==> src/rtl/core/dxt_pkg.sv <==
// shared constants, types and arithmetic helpers for the dxt block texel decoder
`timescale 1ns / 1ps

package dxt_pkg;

    localparam int unsigned MAX_BLOCK_ROWS   = 1024;
    localparam int unsigned WIDTH_MAX_BLOCKS = 1024;
    localparam int unsigned DXT_QUEUE_DEPTH  = 2;
    localparam int unsigned CFG_IDX_W        = 2;
    localparam int unsigned CFG_DATA_W       = 11;

    typedef enum logic [CFG_IDX_W-1:0] {
        CFG_FORMAT_MODE = 2'd0,
        CFG_IMAGE_WIDTH = 2'd1
    } t_cfg_idx;

    // [2] red, [1] green, [0] blue
    typedef logic [2:0][7:0] t_rgb;

    // one decoded block as it travels from the front to the back
    typedef struct packed {
        logic [3:0][23:0] rgb;
        logic             trans3;
        logic [7:0][7:0]  apal;
        logic [31:0]      cidx;
        logic [47:0]      aidx;
        logic [9:0]       col;
        logic [9:0]       row;
    } t_block;

    typedef struct packed {
        logic [7:0]  red;
        logic [7:0]  green;
        logic [7:0]  blue;
        logic [7:0]  alpha;
        logic [11:0] pixel_x;
        logic [11:0] pixel_y;
        logic        block_done;
    } t_texel;

    function automatic t_rgb expand565(input logic [15:0] v);
        t_rgb e;
        e[2] = {v[15:11], v[15:13]};
        e[1] = {v[10:5], v[10:9]};
        e[0] = {v[4:0], v[4:2]};
        return e;
    endfunction

    // x / 3 for x up to 765
    function automatic logic [7:0] div3(input logic [9:0] x);
        logic [20:0] p;
        p = 21'(x) * 21'd683;
        return p[18:11];
    endfunction

    // x / 7 for x up to 1785
    function automatic logic [7:0] div7(input logic [10:0] x);
        logic [22:0] p;
        p = 23'(x) * 23'd2341;
        return p[21:14];
    endfunction

    // x / 5 for x up to 1275
    function automatic logic [7:0] div5(input logic [10:0] x);
        logic [21:0] p;
        p = 22'(x) * 22'd1639;
        return p[20:13];
    endfunction

endpackage

==> src/rtl/core/dxt_if.sv <==
// valid/ready channel interfaces for blocks, texels and configuration writes
`timescale 1ns / 1ps

interface dxt_in_if;
    logic        valid;
    logic        ready;
    logic [63:0] color_block;
    logic [63:0] alpha_block;
    logic        start_of_image;

    modport source (output valid, color_block, alpha_block, start_of_image, input ready);
    modport sink   (input valid, color_block, alpha_block, start_of_image, output ready);
endinterface

interface dxt_out_if;
    logic        valid;
    logic        ready;
    logic [7:0]  red;
    logic [7:0]  green;
    logic [7:0]  blue;
    logic [7:0]  alpha;
    logic [11:0] pixel_x;
    logic [11:0] pixel_y;
    logic        block_done;

    modport source (output valid, red, green, blue, alpha, pixel_x, pixel_y, block_done,
                    input ready);
    modport sink   (input valid, red, green, blue, alpha, pixel_x, pixel_y, block_done,
                    output ready);
endinterface

interface dxt_cfg_if;
    logic                            valid;
    logic                            ready;
    logic [dxt_pkg::CFG_IDX_W-1:0]   index;
    logic [dxt_pkg::CFG_DATA_W-1:0]  data;

    modport source (output valid, index, data, input ready);
    modport sink   (input valid, index, data, output ready);
endinterface

==> src/rtl/core/dxt_front.sv <==
// front end: block intake, position tracking and palette construction
`timescale 1ns / 1ps

module dxt_front (
    input  logic            i_clk,
    input  logic            i_rst_n,
    dxt_in_if.sink          i_blk,
    input  logic [10:0]     i_width_blocks,
    input  logic            i_full,
    output logic            o_push,
    output dxt_pkg::t_block o_entry
);
    import dxt_pkg::*;

    typedef struct packed {
        t_rgb             e0;
        t_rgb             e1;
        logic             c_gt;
        logic [2:0][9:0]  n_2ab;
        logic [2:0][9:0]  n_a2b;
        logic [2:0][9:0]  n_ab;
        logic [7:0]       a0;
        logic [7:0]       a1;
        logic             a_gt;
        logic [5:0][10:0] n7;
        logic [3:0][10:0] n5;
        logic [31:0]      cidx;
        logic [47:0]      aidx;
        logic [9:0]       col;
        logic [9:0]       row;
    } t_num;

    logic        r_s1_valid;
    t_num        r_s1;
    t_num        n_s1;
    logic [9:0]  r_col;
    logic [9:0]  r_row;
    logic [9:0]  n_col;
    logic [9:0]  n_row;
    logic        accept;
    logic [9:0]  col_use;
    logic [9:0]  row_use;
    logic [10:0] w_eff;
    logic [10:0] col_inc;
    logic [10:0] row_inc;

    assign i_blk.ready = !r_s1_valid || !i_full;
    assign accept      = i_blk.valid && i_blk.ready;
    assign o_push      = r_s1_valid && !i_full;

    // block position
    always_comb begin
        col_use = i_blk.start_of_image ? 10'd0 : r_col;
        row_use = i_blk.start_of_image ? 10'd0 : r_row;
        if (i_width_blocks == 11'd0) begin
            w_eff = 11'd1;
        end else if (i_width_blocks > 11'(WIDTH_MAX_BLOCKS)) begin
            w_eff = 11'(WIDTH_MAX_BLOCKS);
        end else begin
            w_eff = i_width_blocks;
        end
        col_inc = {1'b0, col_use} + 11'd1;
        row_inc = {1'b0, row_use} + 11'd1;
        if (col_inc >= w_eff) begin
            n_col = 10'd0;
            n_row = (13'(row_inc) >= 13'(MAX_BLOCK_ROWS)) ? 10'd0 : row_inc[9:0];
        end else begin
            n_col = col_inc[9:0];
            n_row = row_use;
        end
    end

    // endpoint expansion and interpolation numerators
    always_comb begin
        n_s1.e0    = expand565(i_blk.color_block[15:0]);
        n_s1.e1    = expand565(i_blk.color_block[31:16]);
        n_s1.c_gt  = i_blk.color_block[15:0] > i_blk.color_block[31:16];
        for (int ch = 0; ch < 3; ch++) begin
            n_s1.n_2ab[ch] = {1'b0, n_s1.e0[ch], 1'b0} + 10'(n_s1.e1[ch]);
            n_s1.n_a2b[ch] = 10'(n_s1.e0[ch]) + {1'b0, n_s1.e1[ch], 1'b0};
            n_s1.n_ab[ch]  = 10'(n_s1.e0[ch]) + 10'(n_s1.e1[ch]);
        end
        n_s1.a0   = i_blk.alpha_block[7:0];
        n_s1.a1   = i_blk.alpha_block[15:8];
        n_s1.a_gt = n_s1.a0 > n_s1.a1;
        for (int k = 1; k <= 6; k++) begin
            n_s1.n7[k-1] = 11'(11'(n_s1.a0) * 11'(7 - k) + 11'(n_s1.a1) * 11'(k));
        end
        for (int k = 1; k <= 4; k++) begin
            n_s1.n5[k-1] = 11'(11'(n_s1.a0) * 11'(5 - k) + 11'(n_s1.a1) * 11'(k));
        end
        n_s1.cidx = i_blk.color_block[63:32];
        n_s1.aidx = i_blk.alpha_block[63:16];
        n_s1.col  = col_use;
        n_s1.row  = row_use;
    end

    always_ff @(posedge i_clk) begin
        if (!i_rst_n) begin
            r_s1_valid <= 1'b0;
            r_col      <= 10'd0;
            r_row      <= 10'd0;
        end else begin
            r_s1_valid <= accept || (r_s1_valid && !o_push);
            if (accept) begin
                r_col <= n_col;
                r_row <= n_row;
            end
        end
    end

    always_ff @(posedge i_clk) begin
        if (accept) begin
            r_s1 <= n_s1;
        end
    end

    // palette division by reciprocal multiply
    always_comb begin
        o_entry.rgb[0] = r_s1.e0;
        o_entry.rgb[1] = r_s1.e1;
        for (int ch = 0; ch < 3; ch++) begin
            if (r_s1.c_gt) begin
                o_entry.rgb[2][ch*8 +: 8] = div3(r_s1.n_2ab[ch]);
                o_entry.rgb[3][ch*8 +: 8] = div3(r_s1.n_a2b[ch]);
            end else begin
                o_entry.rgb[2][ch*8 +: 8] = r_s1.n_ab[ch][8:1];
                o_entry.rgb[3][ch*8 +: 8] = 8'd0;
            end
        end
        o_entry.trans3  = !r_s1.c_gt;
        o_entry.apal[0] = r_s1.a0;
        o_entry.apal[1] = r_s1.a1;
        if (r_s1.a_gt) begin
            for (int k = 1; k <= 6; k++) begin
                o_entry.apal[k+1] = div7(r_s1.n7[k-1]);
            end
        end else begin
            for (int k = 1; k <= 4; k++) begin
                o_entry.apal[k+1] = div5(r_s1.n5[k-1]);
            end
            o_entry.apal[6] = 8'd0;
            o_entry.apal[7] = 8'hFF;
        end
        o_entry.cidx = r_s1.cidx;
        o_entry.aidx = r_s1.aidx;
        o_entry.col  = r_s1.col;
        o_entry.row  = r_s1.row;
    end

endmodule

==> src/rtl/core/dxt_queue.sv <==
// small block queue between front and back
`timescale 1ns / 1ps

module dxt_queue #(
    parameter int unsigned DEPTH = dxt_pkg::DXT_QUEUE_DEPTH
) (
    input  logic            i_clk,
    input  logic            i_rst_n,
    input  logic            i_push,
    input  dxt_pkg::t_block i_entry,
    output logic            o_full,
    input  logic            i_pop,
    output logic            o_valid,
    output dxt_pkg::t_block o_entry
);
    import dxt_pkg::*;

    localparam int unsigned PTR_W = (DEPTH > 1) ? $clog2(DEPTH) : 1;
    localparam int unsigned CNT_W = $clog2(DEPTH + 1);

    t_block           r_mem [DEPTH];
    logic [PTR_W-1:0] r_wr;
    logic [PTR_W-1:0] r_rd;
    logic [CNT_W-1:0] r_cnt;

    function automatic logic [PTR_W-1:0] ptr_next(input logic [PTR_W-1:0] p);
        return (p == PTR_W'(DEPTH - 1)) ? '0 : PTR_W'(p + 1'b1);
    endfunction

    assign o_full  = r_cnt == CNT_W'(DEPTH);
    assign o_valid = r_cnt != '0;
    assign o_entry = r_mem[r_rd];

    always_ff @(posedge i_clk) begin
        if (!i_rst_n) begin
            r_wr  <= '0;
            r_rd  <= '0;
            r_cnt <= '0;
        end else begin
            if (i_push) begin
                r_wr <= ptr_next(r_wr);
            end
            if (i_pop) begin
                r_rd <= ptr_next(r_rd);
            end
            if (i_push && !i_pop) begin
                r_cnt <= r_cnt + 1'b1;
            end else if (i_pop && !i_push) begin
                r_cnt <= r_cnt - 1'b1;
            end
        end
    end

    always_ff @(posedge i_clk) begin
        if (i_push) begin
            r_mem[r_wr] <= i_entry;
        end
    end

endmodule

==> src/rtl/core/dxt_back.sv <==
// back end: sixteen-texel sequencer with output register
`timescale 1ns / 1ps

module dxt_back (
    input  logic            i_clk,
    input  logic            i_rst_n,
    input  logic            i_format_mode,
    input  logic            i_q_valid,
    input  dxt_pkg::t_block i_q_entry,
    output logic            o_pop,
    dxt_out_if.source       o_texel
);
    import dxt_pkg::*;

    t_block     r_blk;
    logic       r_busy;
    logic [3:0] r_idx;
    logic       r_out_valid;
    t_texel     r_tex;
    t_texel     n_tex;
    logic       out_load;
    logic       emit;
    logic       last;
    logic [1:0] ci;
    logic [2:0] ai;
    logic [5:0] a_pos;

    assign out_load = !r_out_valid || o_texel.ready;
    assign emit     = r_busy && out_load;
    assign last     = r_idx == 4'd15;
    assign o_pop    = i_q_valid && (!r_busy || (emit && last));

    always_comb begin
        ci    = r_blk.cidx[{r_idx, 1'b0} +: 2];
        a_pos = 6'({r_idx, 1'b0}) + 6'(r_idx);
        ai    = r_blk.aidx[a_pos +: 3];
        n_tex.red   = r_blk.rgb[ci][23:16];
        n_tex.green = r_blk.rgb[ci][15:8];
        n_tex.blue  = r_blk.rgb[ci][7:0];
        if (i_format_mode) begin
            n_tex.alpha = r_blk.apal[ai];
        end else begin
            n_tex.alpha = (ci == 2'd3 && r_blk.trans3) ? 8'd0 : 8'hFF;
        end
        n_tex.pixel_x    = {r_blk.col, r_idx[1:0]};
        n_tex.pixel_y    = {r_blk.row, r_idx[3:2]};
        n_tex.block_done = last;
    end

    always_ff @(posedge i_clk) begin
        if (!i_rst_n) begin
            r_busy      <= 1'b0;
            r_idx       <= 4'd0;
            r_out_valid <= 1'b0;
        end else begin
            if (o_pop) begin
                r_busy <= 1'b1;
                r_idx  <= 4'd0;
            end else if (emit) begin
                r_busy <= !last;
                r_idx  <= r_idx + 4'd1;
            end
            if (emit) begin
                r_out_valid <= 1'b1;
            end else if (o_texel.ready) begin
                r_out_valid <= 1'b0;
            end
        end
    end

    always_ff @(posedge i_clk) begin
        if (o_pop) begin
            r_blk <= i_q_entry;
        end
        if (emit) begin
            r_tex <= n_tex;
        end
    end

    assign o_texel.valid      = r_out_valid;
    assign o_texel.red        = r_tex.red;
    assign o_texel.green      = r_tex.green;
    assign o_texel.blue       = r_tex.blue;
    assign o_texel.alpha      = r_tex.alpha;
    assign o_texel.pixel_x    = r_tex.pixel_x;
    assign o_texel.pixel_y    = r_tex.pixel_y;
    assign o_texel.block_done = r_tex.block_done;

endmodule

==> src/rtl/core/dxt_block_texel_decoder.sv <==
// top level of the dxt1/dxt5 block texel decoder
//
//  channel   dir  payload                                        transfer when
//  i_cfg     in   index, data (format_mode, image_width_blocks)  valid & ready
//  i_blk     in   color_block, alpha_block, start_of_image       valid & ready
//  o_texel   out  red, green, blue, alpha, pixel_x, pixel_y,     valid & ready
//                 block_done
//
//  each block yields 16 texels at one texel per cycle while the output is not
//  stalled; the back end texel sequencer produces them
//  a block flows through the front register, queue, r_blk and texel register
//  synchronous active-low reset; format_mode resets to dxt1, width to 1 block
//  an output stall holds the texel register, the queue fills and i_blk.ready drops
`timescale 1ns / 1ps

module dxt_block_texel_decoder #(
    parameter int unsigned QUEUE_DEPTH = dxt_pkg::DXT_QUEUE_DEPTH
) (
    input  logic      i_clk,
    input  logic      i_rst_n,
    dxt_cfg_if.sink   i_cfg,
    dxt_in_if.sink    i_blk,
    dxt_out_if.source o_texel
);
    import dxt_pkg::*;

    logic        r_format_mode;
    logic [10:0] r_width_blocks;
    logic        q_push;
    logic        q_full;
    logic        q_pop;
    logic        q_valid;
    t_block      q_in;
    t_block      q_out;

    assign i_cfg.ready = 1'b1;

    always_ff @(posedge i_clk) begin
        if (!i_rst_n) begin
            r_format_mode  <= 1'b0;
            r_width_blocks <= 11'd1;
        end else if (i_cfg.valid && i_cfg.ready) begin
            case (t_cfg_idx'(i_cfg.index))
                CFG_FORMAT_MODE: begin
                    r_format_mode <= i_cfg.data[0];
                end
                CFG_IMAGE_WIDTH: begin
                    r_width_blocks <= i_cfg.data;
                end
                default: begin
                end
            endcase
        end
    end

    dxt_front u_front (
        .i_clk          (i_clk),
        .i_rst_n        (i_rst_n),
        .i_blk          (i_blk),
        .i_width_blocks (r_width_blocks),
        .i_full         (q_full),
        .o_push         (q_push),
        .o_entry        (q_in)
    );

    dxt_queue #(
        .DEPTH (QUEUE_DEPTH)
    ) u_queue (
        .i_clk   (i_clk),
        .i_rst_n (i_rst_n),
        .i_push  (q_push),
        .i_entry (q_in),
        .o_full  (q_full),
        .i_pop   (q_pop),
        .o_valid (q_valid),
        .o_entry (q_out)
    );

    dxt_back u_back (
        .i_clk         (i_clk),
        .i_rst_n       (i_rst_n),
        .i_format_mode (r_format_mode),
        .i_q_valid     (q_valid),
        .i_q_entry     (q_out),
        .o_pop         (q_pop),
        .o_texel       (o_texel)
    );

endmodule

==> src/flat_wrapper.sv <==
// flat-port wrapper written by rule: the top's interface ports become plain ports
module dxt_block_texel_decoder_flat import dxt_pkg::*;
#(
    parameter int unsigned QUEUE_DEPTH = dxt_pkg::DXT_QUEUE_DEPTH
)
  (i_clk, i_rst_n, i_cfg_valid, i_cfg_index, i_cfg_data, i_cfg_ready, i_blk_valid, i_blk_color_block, i_blk_alpha_block, i_blk_start_of_image, i_blk_ready, o_texel_valid, o_texel_red, o_texel_green, o_texel_blue, o_texel_alpha, o_texel_pixel_x, o_texel_pixel_y, o_texel_block_done, o_texel_ready);
  dxt_cfg_if i_cfg_i ();
  dxt_in_if i_blk_i ();
  dxt_out_if o_texel_i ();
  input  logic i_clk;
  input  logic i_rst_n;
  input wire logic [$bits(i_cfg_i.valid)-1:0] i_cfg_valid;
  input wire logic [$bits(i_cfg_i.index)-1:0] i_cfg_index;
  input wire logic [$bits(i_cfg_i.data)-1:0] i_cfg_data;
  output wire logic [$bits(i_cfg_i.ready)-1:0] i_cfg_ready;
  input wire logic [$bits(i_blk_i.valid)-1:0] i_blk_valid;
  input wire logic [$bits(i_blk_i.color_block)-1:0] i_blk_color_block;
  input wire logic [$bits(i_blk_i.alpha_block)-1:0] i_blk_alpha_block;
  input wire logic [$bits(i_blk_i.start_of_image)-1:0] i_blk_start_of_image;
  output wire logic [$bits(i_blk_i.ready)-1:0] i_blk_ready;
  output wire logic [$bits(o_texel_i.valid)-1:0] o_texel_valid;
  output wire logic [$bits(o_texel_i.red)-1:0] o_texel_red;
  output wire logic [$bits(o_texel_i.green)-1:0] o_texel_green;
  output wire logic [$bits(o_texel_i.blue)-1:0] o_texel_blue;
  output wire logic [$bits(o_texel_i.alpha)-1:0] o_texel_alpha;
  output wire logic [$bits(o_texel_i.pixel_x)-1:0] o_texel_pixel_x;
  output wire logic [$bits(o_texel_i.pixel_y)-1:0] o_texel_pixel_y;
  output wire logic [$bits(o_texel_i.block_done)-1:0] o_texel_block_done;
  input wire logic [$bits(o_texel_i.ready)-1:0] o_texel_ready;
  assign i_cfg_i.valid = i_cfg_valid;
  assign i_cfg_i.index = i_cfg_index;
  assign i_cfg_i.data = i_cfg_data;
  assign i_cfg_ready = i_cfg_i.ready;
  assign i_blk_i.valid = i_blk_valid;
  assign i_blk_i.color_block = i_blk_color_block;
  assign i_blk_i.alpha_block = i_blk_alpha_block;
  assign i_blk_i.start_of_image = i_blk_start_of_image;
  assign i_blk_ready = i_blk_i.ready;
  assign o_texel_valid = o_texel_i.valid;
  assign o_texel_red = o_texel_i.red;
  assign o_texel_green = o_texel_i.green;
  assign o_texel_blue = o_texel_i.blue;
  assign o_texel_alpha = o_texel_i.alpha;
  assign o_texel_pixel_x = o_texel_i.pixel_x;
  assign o_texel_pixel_y = o_texel_i.pixel_y;
  assign o_texel_block_done = o_texel_i.block_done;
  assign o_texel_i.ready = o_texel_ready;
  dxt_block_texel_decoder #(.QUEUE_DEPTH(QUEUE_DEPTH)) u_core (.i_clk(i_clk), .i_rst_n(i_rst_n), .i_cfg(i_cfg_i), .i_blk(i_blk_i), .o_texel(o_texel_i));
endmodule
==> config.mk <==
export PLATFORM = sky130hd
export DESIGN_NAME = dxt_block_texel_decoder_flat
export DESIGN_NICKNAME = d
export VERILOG_FILES = /design/src/rtl/core/dxt_pkg.sv /design/src/rtl/core/dxt_if.sv /design/src/rtl/core/dxt_front.sv /design/src/rtl/core/dxt_queue.sv /design/src/rtl/core/dxt_back.sv /design/src/rtl/core/dxt_block_texel_decoder.sv /design/src/flat_wrapper.sv
export SDC_FILE = /design/constraint.sdc
export NUM_CORES = 2
export LEC_CHECK = 0
export BUFFER_PORTS_ARGS = -buffer_cell sky130_fd_sc_hd__buf_2
export CORE_ASPECT_RATIO = 0.7
export CORE_UTILIZATION = 45
export DETAILED_ROUTE_END_ITERATION = 7
export PLACE_DENSITY = 0.65
export SLEW_MARGIN = 30
export SYNTH_ARGS = -nofsm -noshare
export SYNTH_HDL_FRONTEND = slang
export SYNTH_SLANG_ARGS = --single-unit
==> constraint.sdc <==
create_clock -name i_clk -period 16.5 [get_ports i_clk]
set_input_delay 4.125 -clock i_clk [delete_from_list [all_inputs] [get_ports i_clk]]
set_output_delay 4.125 -clock i_clk [all_outputs]
set_load 0.05 [all_outputs]
==> metrics.txt <==
outcome=finished, final reports clean; largest net degree at the start of global routing=144; Synth top area share=0.4459; delay-heaviest family, CP=compound AO/OA/AOI/OAI gates; Hold Buf Count CTS=0; Synth top cells by count=ha_1 (1180), edfxtp_1 (1116), inv_1 (903); Die Ht=343.9 µm; crit-path most repeated cell=and4_1; post-route DRC violation count=0; I/O pin count=207; RSZ-0062 raised after global routing=false; initial antenna violation count=17; critical path cell sequence=buf_2 > nor2b_1 > and4_1 > and3_1 > and4_1 > xor2_1 > ha_1 > a221oi_1 > o21ai_1 > a221o_2 > a21o_1 > or3_1 > a31oi_1; Seq/Total Area, Yosys=0.4573; Syn Std Cell Area=75160 µm²; kind of start point of the critical path=primary input; slowest stage delay, CP=0.57 ns; share of cells above drive strength 1=0.1270; Num CTS Buffers=110; yosys warns=0; DP Area=78900 µm²; final setup fails=0; Hold Crit Class=reg -> reg; Final HPWL DP=123300 µm; worst-path maximum fanout=35; Worst Max-Slew Pin Slew=1.070 ns; Final Max Slew Viols=0; Crit. End Element=flop; Final Hold Viols=0; Synth Area in XOR/XNOR=0.03461; CP required=17.17 ns; drt wl/cell=19.95 µm; Finished Cell Area=82940 µm²; Final min period=7.142 ns; average cell area after synthesis=13.39 µm²; die width=490.5 µm; Peak Freq=140.0 MHz; insertion delay to the later sink of the worst-skew pair=0.75 ns; starting density of the core=0.4529; Fillers=14150; routability cong.=0.8610; drt total wl=163600 µm; maximum clock insertion buffer count=3; Mapped Nets=7323; Fin Setup TNS=0 ns; post-synthesis simple-gate area fraction=0.03647; Worst EP arrival=7.81 ns; CTS Sinks=1159; global-route wire length before repair=253200 µm; area leader, netlist=edfxtp_1; First DRT Iteration DRCs=2837; Nets=7586; CTS tree=done; Synth Area in Compound Gates=0.05342; count leader, synth=ha_1; Max-Cap Viols=0; Via density=5.206; drt pass-1 iters=5; Final Skew=0.07169 ns; FP Rows=125; Synth area leaders=edfxtp_1 (45%), ha_1 (20%), fa_1 (10%), inv_1 (4.5%), mux2_2 (4.0%); max_slew headroom=0.2864; gr usage total=0.1960; Root Buffer=clkbuf_16; synthesis-to-finish area growth=10.35%; period utilization=0.4329; Bufs and invs on worst path=1; # resized after CTS=0; vias post-DR=42700; Post-synth EDFFs=1116; die area=168700 µm²; H-tree depth=3; FFs w/ async S/R, synth=0; port buffer count=205; post-synthesis mux area share=0.06925; critical path class=in -> reg; antenna-violating nets left=0; Yosys cell types=78; Adder-Cell Fraction of Synth Area=0.2982; Seq cells post-synth=1159; critical path's slowest cell=a221o_2; cells after synthesis=5614; vias in the first global route=43500; largest family of logic cells by synthesized area=adder cells; Synth Flop Type=edfxtp_1; setup bufs post-CTS=0; CTS clk-pin slew, worst paths=0.07 ns; grt ovf=0; Core ar.=165900 µm²
==> cell families (layout without fill, tap and decap cells) <==
logic type               Yosys count  in the layout
adder cells (fa/ha/maj)         1562           1562
AND/OR/NAND/NOR                  559            559
multiplexers                     414            414
AO/OA/AOI/OAI                    630            630
flip-flops                      1159           1159
buffers and inverters            992           1348
other                              1             12
XOR/XNOR                         297            297
==> per-stage QoR <==
| stage | hold WS [ns] | cells | setup WS (ns) | util |
|---|---|---|---|---|
| after detailed placement | 0.4045 | 7987 | 8.479 | 0.4755 |
| after global routing | 0.4231 | 8201 | 9.095 | 0.4998 |
| after global placement | 0.4026 | 7985 | 8.534 | 0.4751 |
| final | 0.4181 | 8203 | 9.358 | 0.4998 |
| after CTS | 0.4203 | 8192 | 9.278 | 0.4995 |
| after floorplan | 0.4003 | 5614 | 3.443 | - |
==> layout make-up <==
cell class / instances / area, µm² / area share
multi-input cells: 3463 / 37020 / 0.4463
inverters: 906 / 3421 / 0.04124
clock buffers: 126 / 2864 / 0.03453
clock inverters: 79 / 1125 / 0.01356
flip-flops and latches: 1159 / 34380 / 0.4145
well taps: 2222 / 2780 / 0.03352
diodes: 11 / 27.53 / 0.0003319
repair buffers: 237 / 1326 / 0.01599
==> registers in the layout, summed over array words and instances (netlist names), 10 cells and up <==
| name | count |
|---|---|
| u_core.u_front.o_entry | 148 |
| u_core.u_front.r_col | 10 |
| u_core.u_back.n_tex | 20 |
| u_core.u_front.r_row | 10 |
| u_core.u_front.r_s1 | 176 |
| u_core.u_back.o_texel.pixel_x | 12 |
| u_core.u_back.r_blk | 225 |
| u_core.u_queue.r_mem | 490 |
| u_core.u_back.o_texel.pixel_y | 12 |
| u_core.r_width_blocks | 11 |
==> path summary, 6_finish.rpt <==
| kind | from | to | slack (ns) | cells after the start |
|---|---|---|---|---|
| worst max-delay path | i_blk_start_of_image | u_core.u_front.r_row[3] | 9.36 | 13 |
| worst min-delay path | u_core.u_back.n_tex[8] | u_core.u_back.o_texel.pixel_y[7] | 0.42 | 0 |
| worst max register to register | u_core.u_front.o_entry[101] | u_core.u_queue.r_mem[1][147] | 10.25 | 18 |
| worst min register to register | u_core.u_back.n_tex[8] | u_core.u_back.o_texel.pixel_y[7] | 0.42 | 0 |
==> layout by cell type (no fill, tap or decap), drive strengths merged, types with 10 or more instances in the layout <==
master,Yosys,routed
a211o,13,13
a211oi,15,15
a21boi,19,19
a21o,66,66
a21oi,206,206
a31oi,18,18
and2,15,15
and3,18,18
buf,24,237
bufinv,0,23
clkbuf,62,126
clkinv,2,42
dfxtp,43,43
diode,0,11
edfxtp,1116,1116
fa,382,382
ha,1180,1180
inv,904,913
mux2,268,268
mux2i,88,88
mux4,58,58
nand2,99,99
nand2b,18,18
nand3,37,37
nand3b,10,10
nand4,15,15
nor2,196,196
nor2b,60,60
nor3,41,41
o211ai,10,10
o21a,34,34
o21ai,113,113
o21bai,48,48
o31ai,13,13
or3,17,17
xnor2,207,207
xor2,90,90
==> per-layer routing <==
| metal | up-vias | global-route usage | wire [µm] |
|---|---|---|---|
| met2 | 939 | 0.2864 | 68570 |
| met5 | - | 0 | 9 |
| met3 | 176 | 0.03764 | 9776 |
| li1 | 20490 | - | - |
| met4 | 2 | 0.04627 | 3233 |
| met1 | 21100 | 0.2988 | 82030 |
Power is not shown: default switching activity piles up to over one toggle a cycle in this logic, so the estimate is an artifact.
